### src/hw/rtl/wctpp_pkg.sv
`timescale 1ns / 1ps
`default_nettype none
// ----------------------------------------------------------------------------
// wctpp_pkg
// Shared constants, types and the well-known parameter coding table for the
// WSP content-type parameter parser.
// ----------------------------------------------------------------------------
package wctpp_pkg;

    localparam int unsigned BYTE_W  = 8;
    localparam int unsigned PHASE_W = 3;
    localparam int unsigned CODE_W  = 4;
    localparam int unsigned LEFT_W  = 5;
    localparam int unsigned TOKEN_W = 32;

    localparam logic [BYTE_W-1:0] NO_SEC_RESET  = 8'hff;
    localparam logic [BYTE_W-1:0] LEAD_CT_CODE  = 8'hb6;
    localparam logic [BYTE_W-1:0] SHORT_MASK    = 8'h7f;
    localparam logic [BYTE_W-1:0] MAX_LONG_LEN  = 8'd30;
    localparam logic [BYTE_W-1:0] QUOTE_TSTRING = 8'd127;
    localparam logic [BYTE_W-1:0] QUOTE_TVALUE  = 8'd34;
    localparam logic [LEFT_W-1:0] MAX_SKIP      = 5'd31;

    localparam logic [TOKEN_W-1:0] NUM_TOKENS = 32'd30;
    localparam logic [TOKEN_W-1:0] TOKEN_SEC  = 32'h11;
    localparam logic [TOKEN_W-1:0] TOKEN_MAC  = 32'h12;

    // value codings
    localparam logic [CODE_W-1:0] C_QVAL    = 4'd0;
    localparam logic [CODE_W-1:0] C_CHARSET = 4'd1;
    localparam logic [CODE_W-1:0] C_VERSION = 4'd2;
    localparam logic [CODE_W-1:0] C_INTEGER = 4'd3;
    localparam logic [CODE_W-1:0] C_TSTRING = 4'd4;
    localparam logic [CODE_W-1:0] C_FIELD   = 4'd5;
    localparam logic [CODE_W-1:0] C_SHORT   = 4'd6;
    localparam logic [CODE_W-1:0] C_CONSTR  = 4'd7;
    localparam logic [CODE_W-1:0] C_DELTA   = 4'd8;
    localparam logic [CODE_W-1:0] C_NOVAL   = 4'd9;
    localparam logic [CODE_W-1:0] C_TVALUE  = 4'd10;
    localparam logic [CODE_W-1:0] C_DATE    = 4'd11;

    // one result item
    typedef struct packed {
        logic              mac_begin;
        logic              mac_valid;
        logic [BYTE_W-1:0] mac_byte;
        logic [BYTE_W-1:0] sec_code;
        logic              header_done;
    } result_t;

    // value coding of a well-known token below NUM_TOKENS
    function automatic logic [CODE_W-1:0] token_coding(input logic [4:0] tok);
        logic [CODE_W-1:0] c;
        unique case (tok)
            5'd0:  c = C_QVAL;
            5'd1:  c = C_CHARSET;
            5'd2:  c = C_VERSION;
            5'd3:  c = C_INTEGER;
            5'd4:  c = C_NOVAL;
            5'd5:  c = C_TSTRING;
            5'd6:  c = C_TSTRING;
            5'd7:  c = C_FIELD;
            5'd8:  c = C_SHORT;
            5'd9:  c = C_CONSTR;
            5'd10: c = C_TSTRING;
            5'd11: c = C_TSTRING;
            5'd12: c = C_TSTRING;
            5'd13: c = C_TSTRING;
            5'd14: c = C_DELTA;
            5'd15: c = C_TSTRING;
            5'd16: c = C_NOVAL;
            5'd17: c = C_SHORT;
            5'd18: c = C_TVALUE;
            5'd19: c = C_DATE;
            5'd20: c = C_DATE;
            5'd21: c = C_DATE;
            5'd22: c = C_INTEGER;
            default: c = C_TVALUE;
        endcase
        return c;
    endfunction

endpackage
`default_nettype wire

### src/hw/rtl/wsp_content_type_param_parser_unit.sv
`timescale 1ns / 1ps
`default_nettype none
// Each result is registered in out_reg, or in skid_reg while out_reg is stalled.
// Throughput: one byte per cycle while skid_reg is empty; per-byte parser update is
//   one combinational pass, and skid keeps s_tready high while one result waits.
// Reset (rst_n low, asynchronous): parser at parameter start, output stage empty,
//   no_sec_code back to 255.
// ----------------------------------------------------------------------------
// wsp_content_type_param_parser_unit
// Byte-wise decoder of binary WSP content-type parameters. Skips a leading
// content-type code, walks well-known and unknown parameters, keeps the SEC
// short integer and streams the MAC text value out.
// ----------------------------------------------------------------------------
module wsp_content_type_param_parser_unit
    import wctpp_pkg::*;
(
    input  wire logic              clk,
    input  wire logic              rst_n,
    // configuration: no_sec_code
    input  wire logic              cfg_valid,
    output logic                   cfg_ready,
    input  wire logic [BYTE_W-1:0] cfg_data,
    // header bytes in
    input  wire logic              s_tvalid,
    output logic                   s_tready,
    input  wire logic [7:0]        s_tdata,   // [7:0] header_byte
    input  wire logic              s_tlast,   // header_last
    // results out
    output logic                   m_tvalid,
    input  wire logic              m_tready,
    output logic [15:0]            m_tdata,   // [7:0] mac_byte, [15:8] sec_code
    output logic [1:0]             m_tuser,   // [0] mac_begin, [1] mac_valid
    output logic                   m_tlast    // header_done
);

    // parse phases
    localparam logic [PHASE_W-1:0] PH_START   = 3'd0;
    localparam logic [PHASE_W-1:0] PH_TOKLEN  = 3'd1;
    localparam logic [PHASE_W-1:0] PH_VALUE   = 3'd2;
    localparam logic [PHASE_W-1:0] PH_QVAL    = 3'd3;
    localparam logic [PHASE_W-1:0] PH_SKIP    = 3'd4;
    localparam logic [PHASE_W-1:0] PH_TONUL   = 3'd5;
    localparam logic [PHASE_W-1:0] PH_UNKNAME = 3'd6;
    localparam logic [PHASE_W-1:0] PH_UNKVAL  = 3'd7;

    // parser state
    logic [PHASE_W-1:0] phase_reg,  phase_next;
    logic [LEFT_W-1:0]  left_reg,   left_next;
    logic [TOKEN_W-1:0] token_reg,  token_next;
    logic [CODE_W-1:0]  coding_reg, coding_next;
    logic [BYTE_W-1:0]  sec_reg,    sec_next;
    logic               first_reg,  first_next;
    logic               capt_reg,   capt_next;
    logic [BYTE_W-1:0]  no_sec_reg;

    // output register plus skid stage
    result_t out_reg, skid_reg, res_next;
    logic    out_valid_reg, skid_valid_reg;

    logic in_xfer, out_xfer;
    logic [BYTE_W-1:0] b;
    logic skip_lead;

    assign cfg_ready = 1'b1;
    assign s_tready  = !skid_valid_reg;
    assign in_xfer   = s_tvalid && s_tready;
    assign out_xfer  = out_valid_reg && m_tready;
    assign b         = s_tdata;

    // configuration register; the user must write it only while idle, the block does not enforce it
    always_ff @(posedge clk or negedge rst_n)
    begin
        if (!rst_n)
        begin
            no_sec_reg <= NO_SEC_RESET;
        end
        else if (cfg_valid && cfg_ready)
        begin
            no_sec_reg <= cfg_data;
        end
    end

    // next parser state and result for the byte on s_tdata
    always_comb
    begin
        logic [LEFT_W-1:0]  sat_len;
        logic               is_mac;
        logic [BYTE_W-1:0]  quote;
        logic               do_text;
        logic               do_skip;
        logic               do_finish;

        phase_next  = phase_reg;
        left_next   = left_reg;
        token_next  = token_reg;
        coding_next = coding_reg;
        sec_next    = sec_reg;
        first_next  = first_reg;
        capt_next   = capt_reg;
        res_next    = '0;
        skip_lead   = 1'b0;
        is_mac      = 1'b0;
        quote       = QUOTE_TSTRING;
        do_text     = 1'b0;
        do_skip     = 1'b0;
        do_finish   = 1'b0;
        sat_len     = (b > {3'b000, MAX_SKIP}) ? MAX_SKIP : b[LEFT_W-1:0];

        // new header: SEC falls back to the configured code
        if (first_reg)
        begin
            sec_next   = no_sec_reg;
            first_next = 1'b0;
            skip_lead  = (b == LEAD_CT_CODE);
        end

        if (!skip_lead)
        begin
            unique case (phase_reg)
                PH_START:
                begin
                    if (b > SHORT_MASK)
                    begin
                        token_next = {{(TOKEN_W-BYTE_W){1'b0}}, b & SHORT_MASK};
                        do_finish  = 1'b1;
                    end
                    else if (b <= MAX_LONG_LEN)
                    begin
                        token_next = '0;
                        if (b == '0)
                        begin
                            do_finish = 1'b1;
                        end
                        else
                        begin
                            left_next  = b[LEFT_W-1:0];
                            phase_next = PH_TOKLEN;
                        end
                    end
                    else
                    begin
                        phase_next = PH_UNKNAME;
                    end
                end
                PH_TOKLEN:
                begin
                    token_next = {token_reg[TOKEN_W-BYTE_W-1:0], b};
                    left_next  = left_reg - LEFT_W'(1);
                    do_finish  = (left_next == '0);
                end
                PH_VALUE:
                begin
                    phase_next = PH_START;
                    case (coding_reg)
                        C_QVAL:
                        begin
                            if (b[7])
                            begin
                                phase_next = PH_QVAL;
                            end
                        end
                        C_CHARSET, C_INTEGER, C_DELTA:
                        begin
                            do_skip = (b <= SHORT_MASK);
                        end
                        C_VERSION:
                        begin
                            do_text = (b <= SHORT_MASK);
                        end
                        C_TSTRING:
                        begin
                            do_text = 1'b1;
                        end
                        C_FIELD, C_CONSTR:
                        begin
                            if (b <= SHORT_MASK && b != '0)
                            begin
                                phase_next = PH_TONUL;
                            end
                        end
                        C_SHORT:
                        begin
                            if (token_reg == TOKEN_SEC)
                            begin
                                sec_next = b & SHORT_MASK;
                            end
                        end
                        C_TVALUE:
                        begin
                            do_text = 1'b1;
                            quote   = QUOTE_TVALUE;
                            is_mac  = (token_reg == TOKEN_MAC);
                        end
                        C_DATE:
                        begin
                            do_skip = 1'b1;
                        end
                        default:
                        begin
                            // no-value and unused codes consume the byte
                        end
                    endcase
                end
                PH_QVAL:
                begin
                    if (!b[7])
                    begin
                        phase_next = PH_START;
                    end
                end
                PH_SKIP:
                begin
                    left_next = left_reg - LEFT_W'(1);
                    if (left_next == '0)
                    begin
                        phase_next = PH_START;
                    end
                end
                PH_TONUL:
                begin
                    if (b == '0)
                    begin
                        phase_next = PH_START;
                        capt_next  = 1'b0;
                    end
                    else if (capt_reg)
                    begin
                        res_next.mac_valid = 1'b1;
                        res_next.mac_byte  = b;
                    end
                end
                PH_UNKNAME:
                begin
                    if (b == '0)
                    begin
                        phase_next = PH_UNKVAL;
                    end
                end
                PH_UNKVAL:
                begin
                    phase_next = PH_START;
                    if (b > SHORT_MASK)
                    begin
                        // one-byte short integer
                    end
                    else if (b <= MAX_LONG_LEN)
                    begin
                        do_skip = 1'b1;
                    end
                    else
                    begin
                        do_text = 1'b1;
                        quote   = QUOTE_TVALUE;
                    end
                end
                default:
                begin
                    phase_next = PH_START;
                end
            endcase
        end

        // token complete: look up its value coding
        if (do_finish)
        begin
            if (token_next < NUM_TOKENS)
            begin
                coding_next = token_coding(token_next[4:0]);
                phase_next  = PH_VALUE;
            end
            else
            begin
                phase_next = PH_START;
            end
        end

        // length-prefixed value, saturated
        if (do_skip)
        begin
            if (sat_len == '0)
            begin
                phase_next = PH_START;
            end
            else
            begin
                left_next  = sat_len;
                phase_next = PH_SKIP;
            end
        end

        // text value with optional leading quote
        if (do_text)
        begin
            if (is_mac)
            begin
                res_next.mac_begin = 1'b1;
            end
            if (b == quote)
            begin
                phase_next = PH_TONUL;
            end
            else if (b == '0)
            begin
                phase_next = PH_START;
            end
            else
            begin
                phase_next = PH_TONUL;
                if (is_mac)
                begin
                    res_next.mac_valid = 1'b1;
                    res_next.mac_byte  = b;
                end
            end
            capt_next = is_mac && (phase_next == PH_TONUL);
        end

        // header end: a token cut off before its value
        if (s_tlast)
        begin
            if (phase_next == PH_VALUE)
            begin
                if (token_next == TOKEN_SEC)
                begin
                    sec_next = '0;
                end
                else if (token_next == TOKEN_MAC)
                begin
                    res_next.mac_begin = 1'b1;
                end
            end
            phase_next = PH_START;
            left_next  = '0;
            capt_next  = 1'b0;
            first_next = 1'b1;
        end

        res_next.sec_code    = sec_next;
        res_next.header_done = s_tlast;
    end

    // parser state registers
    always_ff @(posedge clk or negedge rst_n)
    begin
        if (!rst_n)
        begin
            phase_reg  <= PH_START;
            left_reg   <= '0;
            token_reg  <= '0;
            coding_reg <= C_QVAL;
            sec_reg    <= NO_SEC_RESET;
            first_reg  <= 1'b1;
            capt_reg   <= 1'b0;
        end
        else if (in_xfer)
        begin
            phase_reg  <= phase_next;
            left_reg   <= left_next;
            token_reg  <= token_next;
            coding_reg <= coding_next;
            sec_reg    <= sec_next;
            first_reg  <= first_next;
            capt_reg   <= capt_next;
        end
    end

    // output stage control: results land in out_reg, or in skid_reg while
    // out_reg is held by a stalled sink
    always_ff @(posedge clk or negedge rst_n)
    begin
        if (!rst_n)
        begin
            out_valid_reg  <= 1'b0;
            skid_valid_reg <= 1'b0;
        end
        else
        begin
            if (!out_valid_reg || out_xfer)
            begin
                out_valid_reg  <= skid_valid_reg || in_xfer;
                skid_valid_reg <= 1'b0;
            end
            else if (in_xfer)
            begin
                skid_valid_reg <= 1'b1;
            end
        end
    end

    // output stage payload
    always_ff @(posedge clk)
    begin
        if (!out_valid_reg || out_xfer)
        begin
            out_reg <= skid_valid_reg ? skid_reg : res_next;
        end
        if (in_xfer && out_valid_reg && !out_xfer)
        begin
            skid_reg <= res_next;
        end
    end

    assign m_tvalid = out_valid_reg;
    assign m_tdata  = {out_reg.sec_code, out_reg.mac_byte};
    assign m_tuser  = {out_reg.mac_valid, out_reg.mac_begin};
    assign m_tlast  = out_reg.header_done;

endmodule
`default_nettype wire
### config.mk
export PLATFORM = sky130hd
export DESIGN_NAME = wsp_content_type_param_parser_unit
export DESIGN_NICKNAME = d
export VERILOG_FILES = /design/src/hw/rtl/wctpp_pkg.sv /design/src/hw/rtl/wsp_content_type_param_parser_unit.sv
export SDC_FILE = /design/constraint.sdc
export NUM_CORES = 1
export LEC_CHECK = 0
export BUFFER_PORTS_ARGS = -buffer_cell sky130_fd_sc_hd__buf_2
export CAP_MARGIN = 20
export CORE_MARGIN = 2
export CORE_UTILIZATION = 39
export DETAILED_ROUTE_END_ITERATION = 10
export PLACE_DENSITY = 0.65
export SLEW_MARGIN = 20
export SYNTH_ARGS = -nofsm -noshare
export SYNTH_HDL_FRONTEND = slang
export SYNTH_SLANG_ARGS = --single-unit
### constraint.sdc
create_clock -name clk -period 7.2 [get_ports clk]
set_input_delay 0.72 -clock clk [delete_from_list [all_inputs] [get_ports clk]]
set_output_delay 0.72 -clock clk [all_outputs]
set_load 0.02 [all_outputs]
### After elaboration in Yosys (flattened, before gate mapping)

Memory sizes are Yosys's and may differ from the RTL's. A register that Yosys moved wholly into a read port is not among the register bits.
Index checks and enable logic that the tools add are counted.
Widths: inputs -> output; s select.

| operators by class | value |
|---|---|
| add/subtract/negate cells | 1 |
| $lt $le $gt $ge | 5 |
| equality and inequality tests | 26 |
| mux-type cells | 88 |
| reduce and logical (&&, ||, !) cells | 27 |

Operators by type and width:

| cell | count |
|---|---|
| $eq 32x5->1 const B | 4 |
| $mux 32 | 3 |
| $mux 8 | 8 |
| $pmux 32 s2 | 1 |
| $mux 9 | 7 |
| $mux 3 | 17 |
| $mux 5 | 8 |
| $lt 32x5->1 const B | 1 |
| $mux 7 | 4 |
| $mux 1 | 27 |
| $pmux 3 s7 | 1 |
| $mux 19 | 1 |
| $eq 4x3->1 const B | 4 |
| $eq 3x3->1 const B | 5 |
| $pmux 7 s2 | 1 |
| $eq 4x4->1 const B | 3 |
| $logic_not 5->1 | 2 |
| $mux 10 | 1 |
| $pmux 1 s2 | 5 |
| $pmux 5 s2 | 1 |
| $eq 3x2->1 const B | 3 |
| $eq 4x2->1 const B | 2 |
| $eq 8x8->1 | 1 |
| $eq 8x8->1 const B | 1 |
| other kinds (23) | 36 |

| storage, ports and cells | value |
|---|---|
| register bits after elaboration | 98 |
| ROM bits | 128 |
| output and inout port bits | 22 |
| word-level logic and storage cells | 167 |
| memories kept | 1 |

Memory list:

| name | words | bits a word | read ports | clocked after Yosys merged registers in | wr ports | line | RTL |
|---|---|---|---|---|---|---|---|
| (no name shown) | 32 | 4 | 1 | 1 | 0 | wctpp_pkg.sv:54 | `unique case (tok)` |

### Logic depth before layout (Yosys ltp)

Gate-level depths: netlist (run 1).

| depth | value |
|---|---|
| depth in word-level cells | 14 |
| gate-level depth with buffers | 12 |
| mapped depth without buffers | 10 |

### Least setup slack after synthesis (run 1)

Ideal clock, no wire load.

| timing | value |
|---|---|
| kind | input-to-reg |
| start | input s_tdata[6] |
| end | register out_reg (netlist bit m_tdata[10]) (data pin) |
| arrival time | 3.254 ns |
| setup slack | 3.674 ns |
| stages | 10 |
| path buffers | 2 |
| cell sequence | buf_4 > nor3_4 > o22ai_4 > or2_2 > a21oi_1 > ha_1 > or4b_2 > nor4_4 > buf_6 > o31ai_1 |

| on the way | value |
|---|---|
| word-level cells in the longest chain between the ends | 14 |

Ends and longest elaborated chain:

| what | line | RTL |
|---|---|---|
| start: declaration | wsp_content_type_param_parser_unit.sv:26 | `input wire logic [7:0] s_tdata,` |
| $le 8x5->1 | wsp_content_type_param_parser_unit.sv:127, wsp_content_type_param_parser_unit.sv:246 |  |
| $mux 32 | wsp_content_type_param_parser_unit.sv:127 | `else if (b <= MAX_LONG_LEN)` |
| $mux 32 | wsp_content_type_param_parser_unit.sv:122 | `if (b > SHORT_MASK)` |
| $pmux 32 s2 | wsp_content_type_param_parser_unit.sv:119 | `unique case (phase_reg)` |
| $mux 32 | wsp_content_type_param_parser_unit.sv:117 | `if (!skip_lead)` |
| $lt 32x5->1 | wsp_content_type_param_parser_unit.sv:266 | `if (token_next < NUM_TOKENS)` |
| $mux 2 | wsp_content_type_param_parser_unit.sv:266 |  |
| $mux 3 | wsp_content_type_param_parser_unit.sv:264 | `if (do_finish)` |
| $mux 3 | wsp_content_type_param_parser_unit.sv:278 | `if (do_skip)` |
| $mux 3 | wsp_content_type_param_parser_unit.sv:292 | `if (do_text)` |
| $eq 3x2->1 | wsp_content_type_param_parser_unit.sv:321 | `if (phase_next == PH_VALUE)` |
| $mux 8 | wsp_content_type_param_parser_unit.sv:321 |  |
| $mux 8 * | wsp_content_type_param_parser_unit.sv:319 | `if (s_tlast)` |
| $mux 19 * | wsp_content_type_param_parser_unit.sv:395 | `out_reg <= skid_valid_reg ? skid_reg : res_next;` |
| end signal: assignment | wsp_content_type_param_parser_unit.sv:395 |  |
| end: declaration | wsp_content_type_param_parser_unit.sv:57 | `result_t out_reg, skid_reg, res_next;` |

Every way passes the cells marked *; elsewhere a longest branch is shown, timed or not. The select of a mux whose other input is x is not followed.
A chain may end at the register's enable or synchronous reset.

### Worst setup path in the final report (run 1)

| timing | value |
|---|---|
| start | input s_tdata[7] |
| end | register out_reg (netlist bit m_tdata[15]) (data pin) |

Same word-level chain as after synthesis.

==> results.json, run 1 <==
{
  "placedInstanceArea_sq_um": 6360,
  "io_pins": 44,
  "vias": 4947,
  "diodes": 0,
  "cts_tree": "yes",
  "synth_edf_count": 38,
  "layout_setup_ws_ns": 3.25,
  "fin_tns_setup_ns": 0,
  "cp-end-kind": "flip-flop",
  "min_to": "sec_reg[2]$_DFFE_PN1P_",
  "die_h_um": 129,
  "die_width_um": 129,
  "seqPwrFrac_pct": 39.5,
  "swShare_pct": 39.4,
  "worstSetupPathType": "in2reg",
  "via_per_inst": 5.88,
  "wl_per_cell_um": 18.2,
  "cts_hold_buffers": 0,
  "dp_hpwl_mm": 10.7,
  "hold_slack_ns": 0.473,
  "clock-sinks": 102,
  "cp_slowest_stage_delay_ns": 0.64,
  "critical_path.max_fanout": 24,
  "crit_slowest_cell": "or4b_2",
  "r2r_cells": 9,
  "grt_pass1_vias": 4597,
  "grt_use_total_pct": 18.9,
  "design.die.area_sq_um": 16800,
  "status": "finished clean",
  "grt_start_max_net_pins": 65,
  "fmax_ghz": 0.253,
  "gp_congestion": 0.890,
  "detail-route-antenna-nets": 0,
  "hp-class": "reg2reg",
  "slew_headroom_pct": 34.7,
  "core-area_sq_um": 15300,
  "post-route-period-util_pct": 54.9,
  "power_density_nw_per_um2": 328,
  "hold_viol": 0,
  "drt_iter0_drc": 441,
  "fin_nets": 655,
  "required_ns": 7.27,
  "slew_violations": 0,
  "yosysSeqAreaShare_pct": 45.0,
  "h-tree-depth": 3,
  "rows": 45,
  "clockBufferDepth": 2,
  "synth_fp_nets": 640,
  "synth_async_sr_flop_share_pct": 62.7,
  "synth_seq_cells": 102,
  "port_buffers": 42,
  "drc": 0,
  "root_buffer": "clkbuf_16",
  "hold_depth": 2,
  "design_area_sq_um": 6670,
  "path_clk_slew_ns": 0.07,
  "area_growth_syn_to_layout_pct": 8.62,
  "place_ws_ns": 2.90,
  "rr_endpoint": "m_tdata[15]$_DFFE_PN_",
  "grt_pass1_wl_mm": 24.8,
  "cp.arrival_ns": 4.02,
  "pwr-share-comb_pct": 37.5,
  "ir_drop_uv": 125,
  "p_leak_nw": 2.72,
  "setup_viol": 0,
  "start_util_pct": 40.1,
  "postCtsSetupBuffers": 0,
  "power.switching_uw": 862,
  "wirelength_mm": 15.3,
  "worst_skew_pair.late_latency_ns": 0.36,
  "internal-power_mw": 1.33,
  "yosysWarnings": 0,
  "antenna_found_initial": 0,
  "syn-instance-count": 611,
  "cts_resized": 0,
  "numCtsBuffers": 9,
  "syn_area_sq_um": 6140,
  "period_minus_slack_ns": 3.95,
  "overflow": 0,
  "synth_flop_cell": "dfrtp_1",
  "largest_register_ffs": 32,
  "worstSetupStartpointType": "primary input",
  "power_frac_clock_pct": 23.0,
  "worst_slew_pin_slew_ns": 0.977,
  "synth.distinct_cells": 92,
  "avgSynthCellArea_sq_um": 10.0,
  "hold_start": "sec_reg[2]$_DFFE_PN1P_",
  "cap_violations": 0,
  "rrSetupSlack_ns": 3.35,
  "crit_chain": "buf_2, inv_1, nor3_4, nor3_1, a21oi_1, ha_1, or4b_2, nor4_4, buf_4, o41ai_1",
  "fin_skew_ns": 0.00731,
  "r2r-start": "first_reg$_DFFE_PN1P_",
  "rsz0062_at_grt": "no",
  "drive_gt1_share_pct": 20.9,
  "first_pass_iters": 5
}
==> layout by cell type, fill, tap and decap left out, types with 5 or more instances in the layout <==
cell type  instances
nand2_1           82
nor2_1            55
dfrtp_1           47
buf_2             42
edfxtp_1          38
o21ai_0           31
o31ai_1           26
a21oi_1           20
dfstp_2           17
inv_1             15
o211ai_1          14
mux2_2            12
nor3_1            11
mux2i_1           11
a22o_1            11
nand4_1           10
a22oi_1           10
nor4_1             9
clkbuf_16          9
and2_1             8
ha_1               7
nor2b_1            6
o41ai_1            6
and3_1             6
a32o_1             6
or3_1              5
nand3_1            5
inv_6              5
buf_4              5
==> critical path: cells and delay by family <==
family	cells	cell delay [ns]
simple gates	4	1.53
compound gates	2	0.50
fa+ha+maj	1	0.29
buf+inv	3	0.95
==> logic make-up (layout without fill, tap and decap cells) <==
logic type | count (synthesis) | count (layout) | share of synthesized area [%]
compound gates | 173 | 173 | 21.2
xor+xnor | 2 | 2 | 0.285
fa+ha+maj | 7 | 7 | 1.43
buf+inv | 59 | 79 | 5.71
flops | 102 | 102 | 45.0
mux | 26 | 26 | 4.55
other cells | 1 | 1 | 0.0611
simple gates | 241 | 241 | 21.7
==> metal layers <==
| layer | track usage, % | up-vias | routed length [um] |
|---|---|---|---|
| li1 | - | 2330 | - |
| met1 | 26.2 | 2421 | 7030 |
| met2 | 29.9 | 178 | 7210 |
| met3 | 3.30 | 18 | 848 |
| met4 | 6.83 | 0 | 260 |
| met5 | 0 | - | 0 |
==> power groups by stage <==
stage               combinational [mW]  clock, mW  sequential (mW)
floorplan                        0.663          0            0.820
global placement                 0.802          0            0.868
detailed placement               0.809          0            0.872
CTS                              0.815      0.515            0.860
global route                     0.910      0.539            0.881
finish                           0.820      0.504            0.865
==> synthesized netlist by cell type (3+ instances only) <==
library cell	count	area, sq um
nand3_2	3	30.0
a32o_1	6	60.1
nor2b_1	6	37.5
buf_4	4	30.0
o2111ai_1	3	26.3
o41ai_1	6	52.6
mux2i_1	11	110
ha_1	7	87.6
o211ai_1	14	105
mux2_2	12	135
or3_1	5	31.3
a31o_2	3	26.3
mux2_1	3	33.8
a21boi_0	3	22.5
nor4_1	9	56.3
nor3b_1	3	22.5
and3_1	6	37.5
a21oi_1	20	100
o31ai_2	3	37.5
nor4_4	3	63.8
nor2_1	55	206
nand3_1	5	25.0
a22oi_1	10	75.1
dfrtp_1	47	1180
nand4_1	10	62.6
and2_1	8	50.1
nand2_1	82	308
o22ai_1	3	18.8
buf_2	5	25.0
o21ai_0	31	155
nand2b_1	4	25.0
inv_1	15	56.3
dfstp_2	17	447
or2_2	3	18.8
nor4b_1	4	35.0
nor3_1	11	55.1
o31ai_1	26	195
clkbuf_1	18	67.6
a22o_1	11	96.3
buf_6	10	113
edfxtp_1	38	1140
a211oi_1	3	22.5
o31a_1	3	26.3
==> layout make-up <==
class	instances	area (sq um)
clock buffer	10	229
clock inverter	6	73.8
fill	1457	8650
inverter	16	60.1
multi-input combinational	450	3030
sequential	102	2760
tap	211	264
timing repair buffer	47	248
==> per-stage QoR <==
| step | utilization (%) | std cells | total power [mW] |
|---|---|---|---|
| finish | 43.5 | 842 | 2.19 |
| global route | 43.5 | 842 | 2.33 |
| CTS | 43.5 | 842 | 2.19 |
| detailed placement | 41.6 | 826 | 1.68 |
| global placement | 41.6 | 826 | 1.67 |
| floorplan | - | 611 | 1.48 |
==> worst max-delay path by stage <==
| stage | start | slack [ns] | endpoint |
|---|---|---|---|
| after floorplan | s_tdata[6] | 3.67 | m_tdata[10]$_DFFE_PN_ |
| after global placement | s_tdata[7] | 2.99 | m_tdata[15]$_DFFE_PN_ |
| after detailed placement | s_tdata[7] | 2.90 | m_tdata[15]$_DFFE_PN_ |
| after CTS | s_tdata[7] | 3.27 | m_tdata[15]$_DFFE_PN_ |
| after global routing | s_tdata[7] | 2.96 | m_tdata[12]$_DFFE_PN_ |
| final | s_tdata[7] | 3.25 | m_tdata[15]$_DFFE_PN_ |
Power figures use the tool's default switching activity.
==> run 2: changes to the inputs <==
--- a/config.mk
+++ b/config.mk
@@ -5,6 +5,7 @@
 export SDC_FILE = /design/constraint.sdc
 export NUM_CORES = 1
 export LEC_CHECK = 0
+export ABC_AREA = 1
 export BUFFER_PORTS_ARGS = -buffer_cell sky130_fd_sc_hd__buf_2
 export CAP_MARGIN = 20
 export CORE_MARGIN = 2
==> constraint.sdc (replaced) <==
create_clock -name clk -period 4.1 [get_ports clk]
set_input_delay 0.41 -clock clk [delete_from_list [all_inputs] [get_ports clk]]
set_output_delay 0.41 -clock clk [all_outputs]
set_load 0.02 [all_outputs]
==> run 2 against run 1 <==
Against the previous run: final area increased by 2.8%; wire length is 2.7% higher; core utilization increased by 1.4 points; synthesized cell count increased by 34%; largest power group unchanged; critical endpoint is now skid_reg[1]$_DFFE_PP_.
==> results.json, run 2 <==
{
  "worst_slew_pin_slew_ns": 0.799,
  "vias": 5480,
  "crit_buf_inv": 5,
  "drive_gt1_share_pct": 13.1,
  "cp-end-kind": "flip-flop",
  "syn-instance-count": 820,
  "core-area_sq_um": 15300,
  "drc": 0,
  "numCtsBuffers": 9,
  "largest_register_ffs": 32,
  "fin_skew_ns": 0.0104,
  "fin_tns_setup_ns": 0,
  "place_inst": 1056,
  "crit_chain": "inv_2, nor2_2, nand3_2, nand2_1, inv_1, nand2_4, inv_1, o22ai_1, buf_4, ha_1, nand3_1, nor2_1, nand3_1, nor2_1, nand2_1, nor2_1, nand3_4, inv_2, nor2_1",
  "p_leak_nw": 3.21,
  "diodes": 0,
  "synthMostInstantiatedCell": "nand2_1",
  "cp_slowest_stage_delay_ns": 0.55,
  "port_buffers": 42,
  "power.total_mw": 3.44,
  "wirelength_mm": 15.8,
  "post-route-period-util_pct": 82.6,
  "die_h_um": 129,
  "cts_hold_buffers": 0,
  "hp-class": "in2async",
  "cts_tree": "yes",
  "layout_common_cells": "nand2_1 (216), inv_1 (98), nor2_1 (92)",
  "h-tree-depth": 3,
  "ir_drop_uv": 269,
  "worst_skew_pair.late_latency_ns": 0.36,
  "avgSynthCellArea_sq_um": 7.48,
  "clockBufferDepth": 2,
  "synth.top_cell.area_share_pct": 19.2,
  "synth_area_leaders": "dfrtp_1 (19%), edfxtp_1 (19%), nand2_1 (13%)",
  "path_clk_slew_ns": 0.08,
  "status": "finished clean",
  "via_per_inst": 5.11,
  "cts_resized": 0,
  "crit_slowest_cell": "dfstp_2",
  "stdcell_count": 1072,
  "fmax_ghz": 0.295,
  "gp_congestion": 0.925,
  "rsz0062_at_grt": "no",
  "die_width_um": 129,
  "slew_headroom_pct": 46.6,
  "synth_edf_count": 38,
  "crit_family": "simple AND/OR/NAND/NOR gates",
  "clock-sinks": 102,
  "postCtsSetupBuffers": 0,
  "final_common_cell": "nand2_1",
  "grt_pass1_vias": 5104,
  "setup_viol": 0,
  "yosysSeqAreaShare_pct": 45.1,
  "synthTopCellsByCount": "nand2_1 (216), inv_1 (98), nor2_1 (93)",
  "worstSetupPathType": "reg2reg",
  "required_ns": 4.21,
  "synth_async_sr_flop_share_pct": 62.7,
  "worstSetupStartpointType": "flip-flop",
  "first_pass_iters": 5,
  "cap_violations": 0,
  "design.die.area_sq_um": 16700,
  "io_pins": 44,
  "area_growth_syn_to_layout_pct": 11.7,
  "fin_nets": 885,
  "wl_per_cell_um": 14.7,
  "dp_hpwl_mm": 11.7,
  "antenna_found_initial": 0,
  "slew_violations": 0,
  "grt_start_max_net_pins": 45,
  "root_buffer": "clkbuf_16",
  "period_minus_slack_ns": 3.39,
  "layout_setup_ws_ns": 0.714,
  "drt_iter0_drc": 407,
  "power_density_nw_per_um2": 502,
  "synth.distinct_cells": 53,
  "synth_flop_cell": "dfrtp_1",
  "synth_seq_cells": 102,
  "critical_path.max_fanout": 32,
  "grt_use_total_pct": 19.9,
  "cpMostUsedCell": "nor2_1",
  "yosysWarnings": 0,
  "hold_viol": 0,
  "detail-route-antenna-nets": 0,
  "rows": 45,
  "grt_pass1_wl_mm": 26.2,
  "overflow": 0,
  "synth_fp_nets": 849,
  "synth_area_leader_cell": "dfrtp_1",
  "start_util_pct": 40.2,
  "syn_area_sq_um": 6130,
  "cp.arrival_ns": 3.49,
  "place_ws_ns": 0.618
}
run 2: cell count changes after synthesis, moves of 12 or more:
cell	delta
inv_1	+83
nand2_1	+134
nand3_1	+49
nor2_1	+38
nor3_1	+12
o21ai_0	+60
o31ai_1	-26
run 2: final timing paths:
kind,depth (start not counted),slack (ns),end,startpoint
max,19,0.71,skid_reg[1]$_DFFE_PP_,first_reg$_DFFE_PN1P_
min,1,0.08,token_reg[2]$_DFFE_PN0P_,rst_n
max reg2reg,19,0.71,skid_reg[1]$_DFFE_PP_,first_reg$_DFFE_PN1P_
min reg2reg,2,0.47,sec_reg[1]$_DFFE_PN1P_,sec_reg[1]$_DFFE_PN1P_
max in group asynchronous,2,3.07,sec_reg[7]$_DFFE_PN1P_,rst_n
min in group clk,3,0.26,no_sec_reg[5]$_DFFE_PN1P_,cfg_data[5]
run 2: routing by layer:
| metal | GRT usage (%) | part of all wire [%] | vias to the layer above |
|---|---|---|---|
| li1 | - | - | 2785 |
| met1 | 27.0 | 47 | 2523 |
| met2 | 32.4 | 47 | 144 |
| met3 | 2.68 | 4.1 | 28 |
| met4 | 7.48 | 2.5 | 0 |
| met5 | 0 | 0 | - |
run 2: power by group:
part           internal (mW)  switching (mW)
registers               1.24           0.120
logic                  0.380           0.823
clock network          0.438           0.441
total                   2.06            1.38
run 2: cell type report:
type                       count  area, sq um
multi-input combinational    583         2800
fill                        1539         8410
tap                          211          264
clock buffer                   9          225
clock inverter                 7         86.3
sequential                   102         2760
timing repair buffer          56          315
inverter                     104          395
run 2: kinds of logic after synthesis:
group / after synthesis / synth area share [%]
muxes: 2 / 0.347
AOI/OAI and AO/OA: 150 / 14.1
and+or+nand+nor: 420 / 29.3
other: 1 / 0.0611
xor gates and xnor gates: 3 / 0.428
DFF: 102 / 45.1
buffers and inverters: 135 / 9.28
adders and majority gates: 7 / 1.43
run 2: through the flow:
step	hold slack (ns)	instance area [sq um]	utilization, %
after floorplan	0.114	6130	-
after global placement	0.461	6540	42.9
after detailed placement	0.460	6540	42.9
after CTS	0.100	6850	44.9
after global routing	0.155	6850	44.9
final	0.0827	6850	44.9
